$ cat src/design/modular_inverse_ext_euclid_assert.svh
// Assertion macros used by the modular inverse top level.
`ifndef MODULAR_INVERSE_EXT_EUCLID_ASSERT_SVH
`define MODULAR_INVERSE_EXT_EUCLID_ASSERT_SVH

// Same-cycle implication, checked out of reset.
`define MIE_ASSERT_NOW(label, clk, rst_n, ante, cons) \
  label: assert property (@(posedge clk) disable iff (!rst_n) (ante) |-> (cons)) \
    else $error("mie assertion failed");

// Next-cycle implication, checked out of reset.
`define MIE_ASSERT_NEXT(label, clk, rst_n, ante, cons) \
  label: assert property (@(posedge clk) disable iff (!rst_n) (ante) |=> (cons)) \
    else $error("mie assertion failed");

`endif

$ cat src/design/mie_pkg.sv
// Package: sequencer states of the modular inverse block.
package mie_pkg;

  typedef enum logic [2:0] {
    ST_IDLE,
    ST_START,
    ST_DIV,
    ST_UPD,
    ST_RED,
    ST_FIN
  } mie_state_t;

endpackage

$ cat src/design/mie_if.sv
// Interfaces: request and result channels of the modular inverse block.
interface mie_in_if #(
  parameter int WIDTH = 31
);
  logic             valid;
  logic             ready;
  logic [WIDTH-1:0] value;
  logic [WIDTH-1:0] modulus;

  modport source (output valid, value, modulus, input ready);
  modport sink   (input valid, value, modulus, output ready);
endinterface

interface mie_out_if #(
  parameter int WIDTH = 31
);
  logic             valid;
  logic             ready;
  logic [WIDTH-1:0] inverse;
  logic             coprime;

  modport source (output valid, inverse, coprime, input ready);
  modport sink   (input valid, inverse, coprime, output ready);
endinterface

$ cat src/design/mie_div_unit.sv
// Bit-serial divider that also accumulates quotient times a multiplier.
module mie_div_unit #(
  parameter int WIDTH = 31
) (
  input  logic             clk,
  input  logic             rst_n,
  input  logic             start,
  input  logic [WIDTH-1:0] dividend,
  input  logic [WIDTH-1:0] divisor,
  input  logic [WIDTH-1:0] mult,
  output logic             done,
  output logic [WIDTH-1:0] remainder,
  output logic [WIDTH-1:0] quot_mul
);

  localparam int CW = $clog2(WIDTH);

  logic [WIDTH-1:0] dvd_r, dvd_nxt;
  logic [WIDTH-1:0] rem_r, rem_nxt;
  logic [WIDTH-1:0] acc_r, acc_nxt;
  logic [CW-1:0]    cnt_r, cnt_nxt;
  logic             busy_r, busy_nxt;
  logic             done_r, done_nxt;

  logic [WIDTH:0]   trial;
  logic [WIDTH:0]   diff;
  logic             ge;
  logic [WIDTH:0]   acc_sh;
  logic [WIDTH:0]   acc_add;

  // one restoring step: shift in the next dividend bit, trial subtract
  assign trial   = {rem_r, dvd_r[WIDTH-1]};
  assign diff    = trial - {1'b0, divisor};
  assign ge      = ~diff[WIDTH];
  assign acc_sh  = {acc_r, 1'b0};
  assign acc_add = acc_sh + {1'b0, mult};

  always_comb begin
    dvd_nxt  = dvd_r;
    rem_nxt  = rem_r;
    acc_nxt  = acc_r;
    cnt_nxt  = cnt_r;
    busy_nxt = busy_r;
    done_nxt = 1'b0;
    if (start) begin
      dvd_nxt  = dividend;
      rem_nxt  = '0;
      acc_nxt  = '0;
      cnt_nxt  = CW'(WIDTH - 1);
      busy_nxt = 1'b1;
    end else if (busy_r) begin
      dvd_nxt = {dvd_r[WIDTH-2:0], 1'b0};
      rem_nxt = ge ? diff[WIDTH-1:0] : trial[WIDTH-1:0];
      // partial products stay below the final coefficient, so the top bit drops
      acc_nxt = ge ? acc_add[WIDTH-1:0] : acc_sh[WIDTH-1:0];
      cnt_nxt = cnt_r - CW'(1);
      if (cnt_r == '0) begin
        busy_nxt = 1'b0;
        done_nxt = 1'b1;
      end
    end
  end

  always_ff @(posedge clk) begin
    if (!rst_n) begin
      busy_r <= 1'b0;
      done_r <= 1'b0;
    end else begin
      busy_r <= busy_nxt;
      done_r <= done_nxt;
    end
  end

  always_ff @(posedge clk) begin
    dvd_r <= dvd_nxt;
    rem_r <= rem_nxt;
    acc_r <= acc_nxt;
    cnt_r <= cnt_nxt;
  end

  assign done      = done_r;
  assign remainder = rem_r;
  assign quot_mul  = acc_r;

endmodule

$ cat src/design/modular_inverse_ext_euclid.sv
// Top level: modular inverse by the extended Euclidean algorithm.
//
//   channel  | dir | handshake             | payload
//   ---------+-----+-----------------------+------------------------------
//   in_ch    | in  | valid/ready, request  | value, modulus (WIDTH each)
//   out_ch   | out | valid/ready, result   | inverse (WIDTH), coprime (1)
//
// Each Euclid round launches the divider in ST_START, runs WIDTH bit-serial
// divide steps while the sequencer waits in ST_DIV for done, then rotates
// the remainders and coefficients in ST_UPD.
// The time a request takes grows with the number of Euclid rounds it needs.
// in_ch.ready is high only while the sequencer is idle; a finished result
// waits in the output register while the next request is taken.
// Reset is synchronous, active low, and clears the sequencer and out valid.
`include "modular_inverse_ext_euclid_assert.svh"

module modular_inverse_ext_euclid #(
  parameter int WIDTH = 31
) (
  input  logic   clk,
  input  logic   rst_n,
  mie_in_if.sink   in_ch,
  mie_out_if.source out_ch
);

  mie_pkg::mie_state_t state_r, state_nxt;

  // Euclid working set: remainders a, b, modulus, coefficient magnitudes
  logic [WIDTH-1:0] a_r, a_nxt;
  logic [WIDTH-1:0] b_r, b_nxt;
  logic [WIDTH-1:0] m_r, m_nxt;
  logic [WIDTH-1:0] c0_r, c0_nxt;
  logic [WIDTH-1:0] c1_r, c1_nxt;
  logic             neg_r, neg_nxt;

  logic [WIDTH-1:0] inv_r, inv_nxt;
  logic             cop_r, cop_nxt;
  logic             ovalid_r, ovalid_nxt;

  logic             in_acc;
  logic             div_start;
  logic             div_done;
  logic [WIDTH-1:0] div_rem;
  logic [WIDTH-1:0] div_qm;
  logic             load_out;
  logic [WIDTH:0]   c_sum;
  logic [WIDTH:0]   c_red;
  logic [WIDTH-1:0] m_minus;

  assign in_acc = in_ch.valid && in_ch.ready;

  // Shared divider: a / b, accumulating quotient * c1 bit by bit
  mie_div_unit #(
    .WIDTH (WIDTH)
  ) u_div (
    .clk       (clk),
    .rst_n     (rst_n),
    .start     (div_start),
    .dividend  (a_r),
    .divisor   (b_r),
    .mult      (c1_r),
    .done      (div_done),
    .remainder (div_rem),
    .quot_mul  (div_qm)
  );

  // Next state
  always_comb begin
    state_nxt = state_r;
    case (state_r)
      mie_pkg::ST_IDLE: begin
        if (in_acc) begin
          // zero modulus runs no round
          state_nxt = (in_ch.modulus == '0) ? mie_pkg::ST_RED : mie_pkg::ST_START;
        end
      end
      mie_pkg::ST_START: state_nxt = mie_pkg::ST_DIV;
      mie_pkg::ST_DIV: begin
        if (div_done) state_nxt = mie_pkg::ST_UPD;
      end
      mie_pkg::ST_UPD: begin
        state_nxt = (div_rem == '0) ? mie_pkg::ST_RED : mie_pkg::ST_START;
      end
      mie_pkg::ST_RED: state_nxt = mie_pkg::ST_FIN;
      mie_pkg::ST_FIN: begin
        if (!ovalid_r || out_ch.ready) state_nxt = mie_pkg::ST_IDLE;
      end
      default: state_nxt = mie_pkg::ST_IDLE;
    endcase
  end

  // Control outputs
  always_comb begin
    in_ch.ready = 1'b0;
    div_start   = 1'b0;
    load_out    = 1'b0;
    case (state_r)
      mie_pkg::ST_IDLE:  in_ch.ready = 1'b1;
      mie_pkg::ST_START: div_start   = 1'b1;
      mie_pkg::ST_FIN:   load_out    = !ovalid_r || out_ch.ready;
      default: begin
        in_ch.ready = 1'b0;
      end
    endcase
  end

  assign c_sum   = {1'b0, c0_r} + {1'b0, div_qm};
  assign c_red   = {1'b0, c0_r} - {1'b0, m_r};
  assign m_minus = m_r - c0_r;

  // Datapath
  always_comb begin
    a_nxt   = a_r;
    b_nxt   = b_r;
    m_nxt   = m_r;
    c0_nxt  = c0_r;
    c1_nxt  = c1_r;
    neg_nxt = neg_r;
    inv_nxt = inv_r;
    cop_nxt = cop_r;
    ovalid_nxt = ovalid_r && !out_ch.ready;
    if (in_acc) begin
      a_nxt   = in_ch.value;
      b_nxt   = in_ch.modulus;
      m_nxt   = in_ch.modulus;
      // zero modulus: clear the coefficient so the reduction gives zero
      c0_nxt  = (in_ch.modulus == '0) ? '0 : WIDTH'(1);
      c1_nxt  = '0;
      neg_nxt = 1'b0;
    end
    if (state_r == mie_pkg::ST_UPD) begin
      // rotate: (a, b) <- (b, a mod b); (c0, c1) <- (c1, c0 + q*c1)
      a_nxt   = b_r;
      b_nxt   = div_rem;
      c0_nxt  = c1_r;
      c1_nxt  = c_sum[WIDTH-1:0];
      neg_nxt = !neg_r;
    end
    if (state_r == mie_pkg::ST_RED) begin
      // magnitude never exceeds the modulus: one conditional subtract
      if (!c_red[WIDTH]) c0_nxt = c_red[WIDTH-1:0];
    end
    if (load_out) begin
      inv_nxt    = (neg_r && c0_r != '0) ? m_minus : c0_r;
      cop_nxt    = (a_r == WIDTH'(1));
      ovalid_nxt = 1'b1;
    end
  end

  always_ff @(posedge clk) begin
    if (!rst_n) begin
      state_r  <= mie_pkg::ST_IDLE;
      ovalid_r <= 1'b0;
    end else begin
      state_r  <= state_nxt;
      ovalid_r <= ovalid_nxt;
    end
  end

  always_ff @(posedge clk) begin
    a_r   <= a_nxt;
    b_r   <= b_nxt;
    m_r   <= m_nxt;
    c0_r  <= c0_nxt;
    c1_r  <= c1_nxt;
    neg_r <= neg_nxt;
    inv_r <= inv_nxt;
    cop_r <= cop_nxt;
  end

  assign out_ch.valid   = ovalid_r;
  assign out_ch.inverse = inv_r;
  assign out_ch.coprime = cop_r;

  // an accepted request makes the block busy on the next cycle
  `MIE_ASSERT_NEXT(a_busy_after_req, clk, rst_n, in_acc, !in_ch.ready)
  // the divider never runs against a zero divisor
  `MIE_ASSERT_NOW(a_div_nonzero, clk, rst_n, state_r == mie_pkg::ST_DIV, b_r != '0)
  // the update step follows only a finished division
  `MIE_ASSERT_NOW(a_upd_after_done, clk, rst_n, state_r == mie_pkg::ST_UPD, $past(div_done))
  // a new result appears only out of the final state
  `MIE_ASSERT_NOW(a_out_from_fin, clk, rst_n, $rose(ovalid_r), $past(state_r) == mie_pkg::ST_FIN)

endmodule
$ cat src/flat_wrapper.sv
// flat-port wrapper written by rule: the top's interface ports become plain ports
module modular_inverse_ext_euclid_flat 
#(
  parameter int WIDTH = 31
)
  (clk, rst_n, in_ch_valid, in_ch_value, in_ch_modulus, in_ch_ready, out_ch_valid, out_ch_inverse, out_ch_coprime, out_ch_ready);
  mie_in_if #(.WIDTH(WIDTH)) in_ch_i ();
  mie_out_if #(.WIDTH(WIDTH)) out_ch_i ();
  input  logic clk;
  input  logic rst_n;
  input wire logic [$bits(in_ch_i.valid)-1:0] in_ch_valid;
  input wire logic [$bits(in_ch_i.value)-1:0] in_ch_value;
  input wire logic [$bits(in_ch_i.modulus)-1:0] in_ch_modulus;
  output wire logic [$bits(in_ch_i.ready)-1:0] in_ch_ready;
  output wire logic [$bits(out_ch_i.valid)-1:0] out_ch_valid;
  output wire logic [$bits(out_ch_i.inverse)-1:0] out_ch_inverse;
  output wire logic [$bits(out_ch_i.coprime)-1:0] out_ch_coprime;
  input wire logic [$bits(out_ch_i.ready)-1:0] out_ch_ready;
  assign in_ch_i.valid = in_ch_valid;
  assign in_ch_i.value = in_ch_value;
  assign in_ch_i.modulus = in_ch_modulus;
  assign in_ch_ready = in_ch_i.ready;
  assign out_ch_valid = out_ch_i.valid;
  assign out_ch_inverse = out_ch_i.inverse;
  assign out_ch_coprime = out_ch_i.coprime;
  assign out_ch_i.ready = out_ch_ready;
  modular_inverse_ext_euclid #(.WIDTH(WIDTH)) u_core (.clk(clk), .rst_n(rst_n), .in_ch(in_ch_i), .out_ch(out_ch_i));
endmodule
$ cat config.mk
export PLATFORM = sky130hd
export DESIGN_NAME = modular_inverse_ext_euclid_flat
export DESIGN_NICKNAME = d
export VERILOG_FILES = /design/src/design/mie_pkg.sv /design/src/design/mie_if.sv /design/src/design/mie_div_unit.sv /design/src/design/modular_inverse_ext_euclid.sv /design/src/flat_wrapper.sv
export VERILOG_INCLUDE_DIRS = /design/src /design/src/design
export SDC_FILE = /design/constraint.sdc
export NUM_CORES = 1
export LEC_CHECK = 0
export ABC_AREA = 1
export BUFFER_PORTS_ARGS = -buffer_cell sky130_fd_sc_hd__buf_4
export CAP_MARGIN = 30
export CORE_ASPECT_RATIO = 0.8
export CORE_MARGIN = 1.5
export CORE_UTILIZATION = 36
export CTS_CLUSTER_DIAMETER = 80
export CTS_CLUSTER_SIZE = 16
export DETAILED_ROUTE_END_ITERATION = 10
export GPL_ROUTABILITY_DRIVEN = 0
export GPL_TIMING_DRIVEN = 0
export PLACE_DENSITY = 0.5
export SYNTH_ARGS = -nofsm -noshare
export SYNTH_HDL_FRONTEND = slang
export SYNTH_HIERARCHICAL = 1
export SYNTH_SLANG_ARGS = --single-unit
$ cat constraint.sdc
create_clock -name clk -period 5 [get_ports clk]
set_clock_uncertainty 0.1 [all_clocks]
set_input_delay 1 -clock clk [delete_from_list [all_inputs] [get_ports clk]]
set_output_delay 1 -clock clk [all_outputs]
set_load 0.005 [all_outputs]
* Word level (Yosys, flattened, before mapping) *
Index checks and enable logic that the tools add are counted.

storage, ports and cells
  register bits = 292
  latch bits = 0
  memory bits (writable) = 0
  bits in read-only memories = 0
  input bits = 66
  memories kept = 0

operators by class
  add/sub/neg operators = 6
  multipliers = 0
  divide/modulo/power cells = 0
  magnitude comparators = 0
  equality and inequality tests = 9
  shift operators = 0
  muxes and demuxes = 32
  bitwise operators = 2
  reduce and logical (&&, ||, !) cells = 16

operator list
  operator                                                                 number
  31-bit two-way mux                                                       15
  31-bit adder                                                             2
  31-bit zero test                                                         2
  31-bit by 31-bit subtractor with 32-bit output                           1
  32-bit by 31-bit subtractor with 32-bit output                           1
  31-bit by 1-bit == test with 1-bit output, second input constant         1
  31-bit nonzero test                                                      1
  31-bit subtractor                                                        1
  3-bit case mux with 6 select lines                                       1
  3-bit two-way mux                                                        5
  1-bit two-way mux                                                        11
  3-bit by 2-bit == test with 1-bit output, second input constant          2
  3-bit == test, second input constant                                     2
  5-bit zero test                                                          1
  5-bit by 1-bit subtractor with 5-bit output, second input constant       1
  2-bit by 1-bit inequality test with 1-bit output, second input constant  2
  2-bit nonzero test                                                       2
  3-bit by 1-bit == test with 1-bit output, second input constant          1
  1-bit logical AND                                                        3
  1-bit zero test                                                          3
  3-bit zero test                                                          1
  3-bit AND reduction                                                      1
  3-bit OR reduction                                                       1
  2-bit inequality test, second input constant                             1
  2 further kinds                                                          3

* Depth between registers and ports, before layout *
Gate-level depths: netlist of the first run.

  depth in word-level cells = 7
  mapped depth = 18
  gate-level depth less buffers = 16

* Cells and area by module *
The synthesis of the first run kept the hierarchy.

by module, submodules not included
  module                      times used  cells each  area an instance (um^2)  sequential area each (um^2)
  modular_inverse_ext_euclid  1           1953        13923.4                  5415.2
  mie_div_unit                1           1649        9311.4                   2312.2

* Worst setup path before layout of the first run *
No wires, ideal clock.

  kind = input to register
  from = input port in_ch_valid
  to = register u_core.c0_r[12]
  library setup time = 120 ps
  data arrival time = 4320 ps
  data required time = 4780 ps
  setup slack = 460 ps
  stages = 6
  cells stage by stage = nand2_1 nand2_1 clkbuf_1 o21ai_0 nand2_1 o21ai_1

on the way
  cells in the longest elaborated chain, start to end = 5

ends and longest elaborated chain
  element                 RTL line                           RTL
  start, declared         flat_wrapper.sv:11                 input wire logic [$bits(in_ch_i.valid)-1:0] in_ch_valid;
  1-bit logical AND (*)   modular_inverse_ext_euclid.sv:50   assign in_acc = in_ch.valid && in_ch.ready;
  31-bit two-way mux (*)  modular_inverse_ext_euclid.sv:122  if (in_acc) begin
  31-bit two-way mux (*)  modular_inverse_ext_euclid.sv:131  if (state_r == mie_pkg::ST_UPD) begin
  31-bit two-way mux      modular_inverse_ext_euclid.sv:141  if (!c_red[WIDTH]) c0_nxt = c_red[WIDTH-1:0];
  31-bit two-way mux (*)  modular_inverse_ext_euclid.sv:139  if (state_r == mie_pkg::ST_RED) begin
  via u_core.c0_nxt[12]   modular_inverse_ext_euclid.sv:32   logic [WIDTH-1:0] c0_r, c0_nxt;
  end signal, assigned    modular_inverse_ext_euclid.sv:164  c0_r <= c0_nxt;
  end, declared           modular_inverse_ext_euclid.sv:32

The timed path passes the listed nets; every way through them passes the cells marked *.
A chain may end at the register's enable or synchronous reset.

* Worst setup path in the final report of the first run *
  from = register u_core.b_r[2]
  to = register u_core.u_div.acc_r[27] (netlist: u_core/u_div/quot_mul[27])

on the way
  cells in the longest elaborated chain, start to end = 2

ends and longest elaborated chain
  element                                         RTL line                           RTL
  start, declared                                 modular_inverse_ext_euclid.sv:30   logic [WIDTH-1:0] b_r, b_nxt;
  start signal, assigned                          modular_inverse_ext_euclid.sv:162  b_r <= b_nxt;
  32-bit by 31-bit subtractor with 32-bit output  mie_div_unit.sv:33                 assign diff = trial - {1'b0, divisor};
  31-bit two-way mux                              mie_div_unit.sv:55                 acc_nxt = ge ? acc_add[WIDTH-1:0] : acc_sh[WIDTH-1:0];
  end signal, assigned                            mie_div_unit.sv:77                 acc_r <= acc_nxt;
  end, declared                                   mie_div_unit.sv:20                 logic [WIDTH-1:0] acc_r, acc_nxt;

No other way between the ends.

==> impl_metrics.toml, run 1 <==
[global_route]
grt_overflow = 0
antenna_found_initial = 0
grt_util_all_layers = 0.258
grt_max_degree = 56
first_global_vias = 20200
grt_pass1_wl_mm = 127

[worst_setup_path]
worstPathArrival_ns = 3.46
critPathKind = "flip-flop to flip-flop"
worstPathCellList = "inv_1 > ha_1 > or2_1 > nand3_1 > nand2_1 > nand2_1 > nand2_2 > nand2_4 > nand3_4 > nand2_8 > buf_4 > nand2_1 > nand3_1 > nand2_1"
cp.required_ns = 5.38
crit_slowest_cell = "edfxtp_1"
crit_path_end_kind = "flip-flop"
cp-start-kind = "flip-flop"
cp_max_fo = 10
worst_path_most_repeated_cell = "nand2_1"
crit_path_max_incr_delay_ns = 0.56
path_delay_family = "simple AND/OR/NAND/NOR gates"
critPathBufInv = 2

[place]
dpl.cell_count = 4558
hpwlAfterDp_mm = 72.8
io_buffers = 99

[power_and_ir_drop]
worst_ir_drop_vdd_uv = 324
power_leakage_nw = 13.5
powerDensity_mw_per_mm2 = 438

[clocking]
cts.sink_count = 292
clockBufferDepth = 3
cts_root_buf = "clkbuf_16"
cts_resized = 0
holdBufCountCts = 0
cts_tree = "built"
post_cts_buffers = 0
clkTransAtPathRegs_ns = 0.08
insertion_delay_ns = 0.60
numCtsBuffers = 28
htree_levels = 1

[run]
timing.max_cap.violations = 0

[timing]
slew_violations = 0
grt_setup_unrepaired = "false"
tightest_slew_ns = 0.974
setup_tns_ns = 0
fmax_mhz = 325
hold_viol = 0
relSlewSlack = 0.351
finalCritPeriodShare = 0.615
setup_violations = 0
period_needed_ns = 3.08

[layout]
nets = 3961
layout.cells.non_filler = 4610
diodes = 0
drive_above_1_share = 0.0617
areaGrowthSynthToFinish_pct = 12.6
fill_cells = 7065

[routing]
wl_per_cell_um = 18.9
drtIter0Drc = 2164
dr_total_vias = 22800
first_pass_iters = 6
viasPerCell = 4.95
drcViolationCount = 0
wl_mm = 87.3
ant_nets = 0

[yosys]
synth_fp_nets = 3825
synth_cell_types = 48
ys_ff_latch = 292
yosysSeqAreaShare = 0.333
synth_area_leaders = "edfxtp_1 24%, nand2_1 23%, inv_1 9.8%"
syn_area_mm2 = 0.0232
synthCells = 3602
syn_area_per_cell_um2 = 6.45
yosysTopAreaCell = "edfxtp_1"
synthTopCellsByCount = "1409 x nand2_1, 609 x inv_1, 272 x nor2_1, 222 x nand3_1, 188 x edfxtp_1"
synth_top_area_frac = 0.243
yosysWarnings = 6
yosysMostFrequentCell = "nand2_1"
synthArstFlopShare = 0
synth_edf_count = 188
synth_flop_cell = "edfxtp_1"

[die]
io_pins = 100
floorplan.initialDensity = 0.363
die_w_um = 287
coreArea_mm2 = 0.0640
die_y_um = 230
dieArea_mm2 = 0.0661
fp-row-count = 83

[min_path]
hold_class = "flip-flop to flip-flop"

[outcome]
outcome = "finished, final reports clean"
==> report_power, final <==
part	internal, W	switching [W]	leakage (nW)
Clock	0.00123	0.00108	0.466
Combinational	0.00149	0.00364	10.4
Sequential	0.00340	0.000618	2.64
Total	0.00613	0.00534	13.5
==> final timing paths <==
kind | startpoint | endpoint | slack, ns | cells past startpoint
setup / recovery | u_core/b_r[2] | u_core/u_div/quot_mul[27] | 1.92 | 14
setup reg to reg | u_core/b_r[2] | u_core/u_div/quot_mul[27] | 1.92 | 14
hold reg to reg | u_core/u_div/cnt_r[3] | u_core/u_div/cnt_r[3] | 0.38 | 1
hold / removal | u_core/u_div/cnt_r[3] | u_core/u_div/cnt_r[3] | 0.38 | 1
==> area by class of cell <==
class	instances	area (um^2)	share of cell area
multi-input combinational	2618	12800	0.489
sequential	292	7730	0.295
inverter	619	2330	0.0892
tap	850	1060	0.0407
timing repair buffer	106	872	0.0333
clock buffer	39	783	0.0299
buffer	73	395	0.0151
clock inverter	13	186	0.00713
==> metrics by stage <==
step | total power (W) | setup slack [ns] | utilization | hold slack, ns | cell area (um^2)
after floorplan | 0.00704 | 0.460 | - | 0.344 | 23200
after global placement | 0.00906 | -1.72 | 0.391 | 0.366 | 25000
after detailed placement | 0.00905 | 2.00 | 0.394 | 0.371 | 25200
after CTS | 0.0114 | 2.05 | 0.409 | 0.380 | 26200
after global routing | 0.0122 | 1.62 | 0.409 | 0.421 | 26200
final | 0.0115 | 1.92 | 0.409 | 0.379 | 26200
==> sequential cells by signal, summed over array words and instances, names as in the netlist, 3 cells and up <==
register                count
u_core/out_ch.inverse      31
u_core/c0_r                31
u_core/u_div/quot_mul      31
u_core/u_div/dvd_r         31
u_core/a_r                 31
u_core/u_div/remainder     31
u_core/b_r                 31
u_core/state_r              3
u_core/m_r                 31
u_core/c1_r                31
u_core/u_div/cnt_r          5
==> layer usage <==
layer | vias to the layer above | global-route usage | part of all wire
met3 | 80 | 0.0548 | 0.088
met2 | 774 | 0.342 | 0.38
met4 | 0 | 0.0528 | 0.021
met5 | - | 0 | 0
met1 | 10400 | 0.416 | 0.51
li1 | 11600 | - | -
==> kinds of logic after synthesis <==
| family | share of synthesized area |
|---|---|
| AO/OA/AOI/OAI | 0.0830 |
| XOR/XNOR | 0.0222 |
| adder cells (fa/ha/maj) | 0.0862 |
| buffers and inverters | 0.117 |
| flip-flops | 0.333 |
| AND/OR/NAND/NOR | 0.359 |
==> placed cells by master (no fill, tap or decap), types with 41 or more instances in the layout <==
cell / n
buf_4: 116
o21ai_0: 148
dfxtp_1: 104
nand4_1: 41
edfxtp_1: 188
ha_1: 152
inv_1: 609
a21oi_1: 159
nand3_1: 222
clkbuf_1: 46
nor2_1: 272
nand2_1: 1409
Power figures use the tool's default switching activity.
==> run 2: changes to the inputs <==
- PLACE_DENSITY: 0.5 -> 0.52
- clock period: 5 -> 2.75 ns (I/O delays scaled with it)
==> impl_metrics.toml, run 2 (synthesized netlist as in run 1, its figures left out) <==
[outcome]
outcome = "finished, final reports clean"

[layout]
diodes = 0
fill_cells = 6934
nets = 3995
layout_commonest_cell = "nand2_1"
areaGrowthSynthToFinish_pct = 14.6
final_cell_mix = "1402 x nand2_1, 606 x inv_1, 265 x nor2_1, 221 x nand3_1, 188 x edfxtp_1"
drive_above_1_share = 0.0788
fin_area_mm2 = 0.0266

[power_and_ir_drop]
power_leakage_nw = 13.6
worst_ir_drop_vdd_uv = 596
combPwrFrac = 0.469
power_frac_seq = 0.344
power.switching_w = 0.00969
intPower_w = 0.0112
switching_share = 0.465
p_clk_frac = 0.187
powerDensity_mw_per_mm2 = 783

[clocking]
cts_root_buf = "clkbuf_16"
htree_levels = 1
clockBufferDepth = 3
insertion_delay_ns = 0.59
cts_tree = "built"
numCtsBuffers = 27
holdBufCountCts = 0
cts.sink_count = 292
clkTransAtPathRegs_ns = 0.07

[worst_setup_path]
crit_path_max_incr_delay_ns = 0.38
worstPathArrival_ns = 3.07
worstPathCellList = "inv_1 > ha_1 > nand2_1 > nor2_2 > inv_1 > nor2_4 > and2_2 > nand2_4 > nand2_4 > nand2_1 > nand2_4 > buf_4 > buf_12 > nand2_1 > nand3_1 > nand2_1"
cp.required_ns = 3.13
crit_slowest_cell = "edfxtp_1"
path_delay_family = "simple AND/OR/NAND/NOR gates"
critPathKind = "flip-flop to flip-flop"
cp_max_fo = 10
cp-start-kind = "flip-flop"
critPathBufInv = 4
crit_path_end_kind = "flip-flop"
worst_path_most_repeated_cell = "nand2_1"

[die]
coreArea_mm2 = 0.0640
fp-row-count = 83
die_w_um = 287
floorplan.initialDensity = 0.363
die_y_um = 230
dieArea_mm2 = 0.0661
io_pins = 100

[timing]
setup_tns_ns = 0
finalCritPeriodShare = 0.979
period_needed_ns = 2.69
slew_violations = 0
tightest_slew_ns = 0.862
relSlewSlack = 0.425
setup_violations = 0
hold_viol = 0
fmax_mhz = 371

[place]
hpwlAfterDp_mm = 71.1
io_buffers = 99
place_area_mm2 = 0.0252

[routing]
first_pass_iters = 6
viasPerCell = 4.96
wl_mm = 86.0
ant_nets = 0
drcViolationCount = 0
drtIter0Drc = 2208
wl_per_cell_um = 18.5
dr_total_vias = 23000

[global_route]
grt_max_degree = 104
antenna_found_initial = 0
grt_util_all_layers = 0.253
first_global_vias = 19800
grt_overflow = 0
grt_pass1_wl_mm = 126

[run]
timing.max_cap.violations = 0

[min_path]
hold_class = "primary input to flip-flop"
[run 2: cell type report]
cell class / instances / area, um^2 / share of cell area
multi-input combinational: 2618 / 13000 / 0.488
sequential: 292 / 7730 / 0.290
inverter: 619 / 2340 / 0.0878
timing repair buffer: 141 / 1160 / 0.0436
tap: 850 / 1060 / 0.0399
clock buffer: 38 / 727 / 0.0273
buffer: 73 / 473 / 0.0178
clock inverter: 12 / 151 / 0.00569
[run 2: what timing repair did]
item | in CTS | in global routing
gates resized for setup | 10 | 67
setup buffers | 15 | 20
endpoints found under the setup margin | 60 | 125
pin swaps | 0 | 6
hold endpoints to repair | 0 | 0
cloned | 0 | 1
[run 2: worst paths after layout]
check                                      startpoint                   endpoint  slack [ns]  depth (start not counted)
worst max-delay path                   u_core/b_r[15]  u_core/u_div/remainder[4]        0.06                         16
worst max register to register         u_core/b_r[15]  u_core/u_div/remainder[4]        0.06                         16
worst min-delay path                 in_ch_modulus[7]              u_core/m_r[7]        0.05                          1
worst min register to register  u_core/u_div/cnt_r[3]      u_core/u_div/cnt_r[3]        0.38                          1
[run 2: routing by layer]
layer / track usage / wire length, um
met5: 0 / 0
met4: 0.0507 / 1920
met3: 0.0338 / 7360
met2: 0.336 / 32500
met1: 0.419 / 44200
[run 2: power by group through the flow]
stage               clock (W)  combinational [W]  sequential, W
CTS                   0.00399            0.00928        0.00715
global route          0.00414             0.0108        0.00724
global placement            0            0.00894        0.00740
floorplan                   0            0.00605        0.00670
finish                0.00390            0.00978        0.00717
detailed placement          0            0.00904        0.00733
[run 2: metrics by stage]
stage | power, W | util | hold slack (ns) | setup slack, ns | cells
final | 0.0209 | 0.416 | 0.0479 | 0.0571 | 4643
after global routing | 0.0221 | 0.416 | 0.0299 | -0.000356 | 4643
after detailed placement | 0.0164 | 0.393 | 0.369 | -0.169 | 4557
after CTS | 0.0204 | 0.409 | 0.0161 | 0.0108 | 4622
after global placement | 0.0163 | 0.391 | 0.367 | -1.51 | 4551
after floorplan | 0.0128 | - | 0.344 | 0.0251 | 3602
